### src/hdl/kivm_pkg.sv
package kivm_pkg;

    localparam int ELEM_BITS     = 31;
    localparam int MAX_DIM_DEF   = 64;
    localparam int LEN_BITS      = 7;
    localparam int CNT_BITS      = 16;
    localparam int IDX_BITS      = 6;
    localparam logic [ELEM_BITS-1:0] PRIME_RESET = ELEM_BITS'(131071);
    localparam logic [LEN_BITS-1:0]  LEN_RESET   = LEN_BITS'(64);
    localparam logic [CNT_BITS-1:0]  COUNT_RESET = CNT_BITS'(1);

    typedef enum logic [1:0] {
        OP_LOAD_MATRIX = 2'd0,
        OP_LOAD_VECTOR = 2'd1,
        OP_STEP        = 2'd2,
        OP_NONE        = 2'd3
    } opcode_t;

    typedef enum logic [1:0] {
        REG_VECTOR_LENGTH = 2'd0,
        REG_PRIME_MODULUS = 2'd1,
        REG_ITERATE_COUNT = 2'd2,
        REG_UNUSED        = 2'd3
    } reg_index_t;

    typedef enum logic [2:0] {
        ST_IDLE,
        ST_LOAD,
        ST_READ,
        ST_CALC,
        ST_WAIT
    } state_t;

    typedef struct packed {
        logic [1:0]           opcode;
        logic [IDX_BITS-1:0]  row;
        logic [IDX_BITS-1:0]  column;
        logic [ELEM_BITS-1:0] value;
    } cmd_t;

    typedef struct packed {
        logic [CNT_BITS-1:0]  iterate_index;
        logic [IDX_BITS-1:0]  element_index;
        logic [ELEM_BITS-1:0] element_value;
        logic                 last_of_run;
    } result_t;

endpackage

### src/hdl/kivm_mulmod.sv
module kivm_mulmod
    import kivm_pkg::*;
(
    input  logic                 clk,
    input  logic                 rst_n,
    input  logic                 start,
    input  logic [ELEM_BITS-1:0] a,
    input  logic [ELEM_BITS-1:0] b,
    input  logic [ELEM_BITS-1:0] c,
    input  logic [ELEM_BITS-1:0] p,
    output logic                 running,
    output logic                 done,
    output logic [ELEM_BITS-1:0] result
);

    localparam int PROD_BITS = 2 * ELEM_BITS;
    localparam int PW        = PROD_BITS + 1;
    localparam int CW        = $clog2(PW + 1);

    logic [PROD_BITS-1:0] mul_w;
    logic [PW-1:0]        prod_reg, prod_next;
    logic [ELEM_BITS-1:0] rem_reg, rem_next;
    logic [CW-1:0]        cnt_reg, cnt_next;
    logic                 run_reg, run_next;
    logic                 done_reg, done_next;
    logic [ELEM_BITS:0]   trial;

    assign mul_w = PROD_BITS'(a) * PROD_BITS'(b);
    assign trial = {rem_reg, prod_reg[PW-1]};

    // Restoring remainder: one product bit is shifted in per cycle.
    always_comb
    begin
        prod_next = prod_reg;
        rem_next  = rem_reg;
        cnt_next  = cnt_reg;
        run_next  = run_reg;
        done_next = 1'b0;
        if (start)
        begin
            prod_next = PW'(mul_w) + PW'(c);
            rem_next  = '0;
            cnt_next  = CW'(PW);
            run_next  = 1'b1;
        end
        else if (run_reg)
        begin
            prod_next = {prod_reg[PW-2:0], 1'b0};
            if (trial >= {1'b0, p})
                rem_next = ELEM_BITS'(trial - {1'b0, p});
            else
                rem_next = ELEM_BITS'(trial);
            cnt_next = cnt_reg - CW'(1);
            if (cnt_reg == CW'(1))
            begin
                run_next  = 1'b0;
                done_next = 1'b1;
            end
        end
    end

    always_ff @(posedge clk or negedge rst_n)
    begin
        if (!rst_n)
        begin
            run_reg  <= 1'b0;
            done_reg <= 1'b0;
            cnt_reg  <= '0;
        end
        else
        begin
            run_reg  <= run_next;
            done_reg <= done_next;
            cnt_reg  <= cnt_next;
        end
    end

    always_ff @(posedge clk)
    begin
        prod_reg <= prod_next;
        rem_reg  <= rem_next;
    end

    assign running = run_reg;
    assign done    = done_reg;
    assign result  = rem_reg;

endmodule

### config.mk
export PLATFORM = sky130hd
export DESIGN_NAME = kivm_mulmod
export DESIGN_NICKNAME = d
export VERILOG_FILES = /design/src/hdl/kivm_pkg.sv /design/src/hdl/kivm_mulmod.sv
export SDC_FILE = /design/constraint.sdc
export NUM_CORES = 2
export LEC_CHECK = 0
export BUFFER_PORTS_ARGS = -buffer_cell sky130_fd_sc_hd__buf_2
export CORE_MARGIN = 2
export CORE_UTILIZATION = 60
export DETAILED_ROUTE_END_ITERATION = 10
export GPL_TIMING_DRIVEN = 0
export PLACE_DENSITY = 0.77
export SLEW_MARGIN = 20
export SYNTH_ARGS = -nofsm -noshare
export SYNTH_HDL_FRONTEND = slang
export SYNTH_SLANG_ARGS = --single-unit
### constraint.sdc
create_clock -name clk -period 3.2 [get_ports clk]
set_input_delay 0.48 -clock clk [delete_from_list [all_inputs] [get_ports clk]]
set_output_delay 0.48 -clock clk [all_outputs]
set_load 0.01 [all_outputs]
==> impl_metrics.yaml <==
sta:
  rsz0062_at_grt: "yes"
  tightest_slew_ns: 1.03
  fin_crit_ns: 7.70
  fin_ws_ns: -4.50
  fin_worst_skew_ns: 0.0111
  setup_viol: 91
  slew_headroom: 0.311
  period_share: 2.41
  clock.fmax_mhz: 130
  finalHoldViolations: 0
  maxSlewViolCount: 0
layout:
  multiInputGateArea_um2: 33500
  layout-area-overhead-vs-synth_pct: 19.4
  drive_gt1_frac: 0.205
  top_library_cells_by_usage_in_the_layout_fill_and_taps_aside: "fa_1, inv_1, and2_1"
  number_of_flip_flops_in_the_largest_register: 63
  final_common_cell: "fa_1"
  non_filler_cell_area_final_um2: 45700
  ff_latch_area_um2: 2710
  fillCellCount: 4406
  num-nets-final: 5762
place:
  place_ws_ns: -5.51
  dp.final_hpwl_mm: 101
  placed_cell_area_um2: 40800
  port_buffers: 158
  place.gp.congestion: 1.07
synthesis:
  postSynthCellCount: 4136
  yosys_warnings: 0
  synthesis.area_per_instance_um2: 9.26
  synthArstFlopShare: 0.0784
  synth_seq_area_share: 0.0708
  synthesis.nets: 5432
  synth_area_um2: 38300
  synth-edff-count: 63
  netlist-cell-type-count: 75
  yosys_most_used_dff: "edfxtp_1"
  synth_seq_cells: 102
grt:
  grt_first_pass_wirelength_mm: 197
  globalRoute.totalOverflow: 0
  grt_util_all_layers: 0.399
  grt_max_degree: 64
  grt_pass1_vias: 32800
  grt_antenna_before_repair: 8
floorplanning:
  floorplan.initialDensity: 0.607
  placementRows: 92
  pin_count: 160
  floorplan.die.width_um: 257
  dieArea_um2: 65900
  chipHeight_um: 257
  core_um2: 63100
cts:
  htree_levels: 3
  clkSinkCount: 102
  cts_inserted_buffers: 9
  clock-root-buffer: "clkbuf_16"
  tritoncts: "done"
  worst_case_clock_buffer_depth: 2
  clkLatencyLatePin_ns: 0.37
  clkSlewWorstSetupHoldPaths_ns: 0.08
routing:
  antenna_left: 0
  wl_mm: 132
  routed_wire_length_per_instance_um: 24.8
  viasPerCell: 5.97
  number_of_remaining_drc_errors: 0
  first_iter_violations: 3185
  first_pass_iters: 5
  detailroute.via_count: 31800
worst_setup_path:
  crit_path_frequent_cell: "fa_1"
  data_required_critical_path_ns: 3.31
  endpoint_kind: "flop"
  critical_path.startpoint_type: "input port"
  cp_data_arrival_time_ns: 7.81
  critical_path.max_stage_delay_ns: 0.64
  timing.critical_path.fanout_max: 8
  timing.critical_path.slowest_stage_cell: "fa_1"
  timing_worst_setup_path_type: "in2reg"
status:
  outcome: "finished, violations left"
  violations: "setup timing"
min_path:
  timing.hold.worst.class: "in2async"
run:
  cap_viol_max_count: 0
## critical path: cells and delay by family
family	cells	cell delay, ns
xor+xnor	1	0.16
compound gates	7	1.41
mux	1	0.27
fa+ha+maj	9	4.45
simple gates	2	0.25
buf+inv	6	0.77
## logic make-up (layout without fill, tap and decap cells)
logic type / after synthesis / in the layout / share of synthesized area
and+or+nand+nor: 1290 / 1290 / 0.173
adders and majority gates: 1169 / 1169 / 0.552
muxes: 62 / 62 / 0.0178
xor gates and xnor gates: 81 / 81 / 0.0185
DFF: 102 / 102 / 0.0708
AOI/OAI and AO/OA: 361 / 361 / 0.0624
other: 0 / 4 / 0
buffers and inverters: 1071 / 1406 / 0.106
## routing by layer
layer | up-vias | track usage | part of all wire
met5 | - | 0 | 0.00051
met1 | 15800 | 0.500 | 0.35
met3 | 639 | 0.126 | 0.13
li1 | 13100 | - | -
met2 | 2202 | 0.608 | 0.44
met4 | 12 | 0.239 | 0.082
## repair_timing
| action | in CTS | in global routing |
|---|---|---|
| pin swaps | 148 | 165 |
| gates resized for setup | 643 | 280 |
| endpoints found under the setup margin | 92 | 91 |
| hold endpoints to repair | 8 | 0 |
| hold buffers | 1 | 0 |
| buffers inserted | 114 | 43 |
| cloned | 7 | 5 |
## final timing paths
path | end | start | slack, ns | cells past startpoint
worst max-delay path | prod_reg[53]$_DFFE_PP_ | b[18] | -4.50 | 26
worst min-delay path | done$_DFF_PN0_ | rst_n | 0.49 | 2
worst max register to register | result[29]$_SDFFE_PP0P_ | prod_reg[62]$_DFFE_PP_ | -0.19 | 15
worst min register to register | result[18]$_SDFFE_PP0P_ | result[18]$_SDFFE_PP0P_ | 0.53 | 2
max in group asynchronous | cnt_reg[1]$_DFFE_PN0P_ | rst_n | 2.54 | 2
min in group clk | result[18]$_SDFFE_PP0P_ | result[18]$_SDFFE_PP0P_ | 0.53 | 2
## area by class of cell
class	count	share of cell area
clock buffer	9	0.00493
antenna	4	0.000219
multi-input combinational	2963	0.732
timing repair buffer	325	0.0564
buffer	237	0.0542
tap	846	0.0231
inverter	828	0.0680
clock inverter	7	0.00183
sequential	102	0.0593
## synth_stat cells (29+ instances only)
master	number	area (µm²)
xnor2_1	47	412
nor2_1	90	338
a21oi_1	106	531
fa_1	869	17400
dfxtp_1	31	621
a21o_1	48	360
edfxtp_1	63	1890
and2_1	592	3700
xor2_1	34	298
mux2_2	49	552
inv_1	828	3110
ha_1	300	3750
nand2_1	475	1780
clkbuf_1	229	860
o21ai_0	65	325
a211oi_1	29	218
## through the flow
step           hold WS, ns  instances  utilization  setup TNS [ns]
3_5_place_dp         0.336       5141        0.646         -274.13
6_report             0.486       5321        0.725         -223.47
4_1_cts              0.493       5275        0.705         -210.72
2_1_floorplan        0.184       4136            -         -192.29
3_3_place_gp         0.334       5140        0.646         -318.39
5_1_grt              0.507       5319        0.725         -233.15
Power is not shown: default switching activity piles up to over one toggle a cycle in this logic, so the estimate is an artifact.
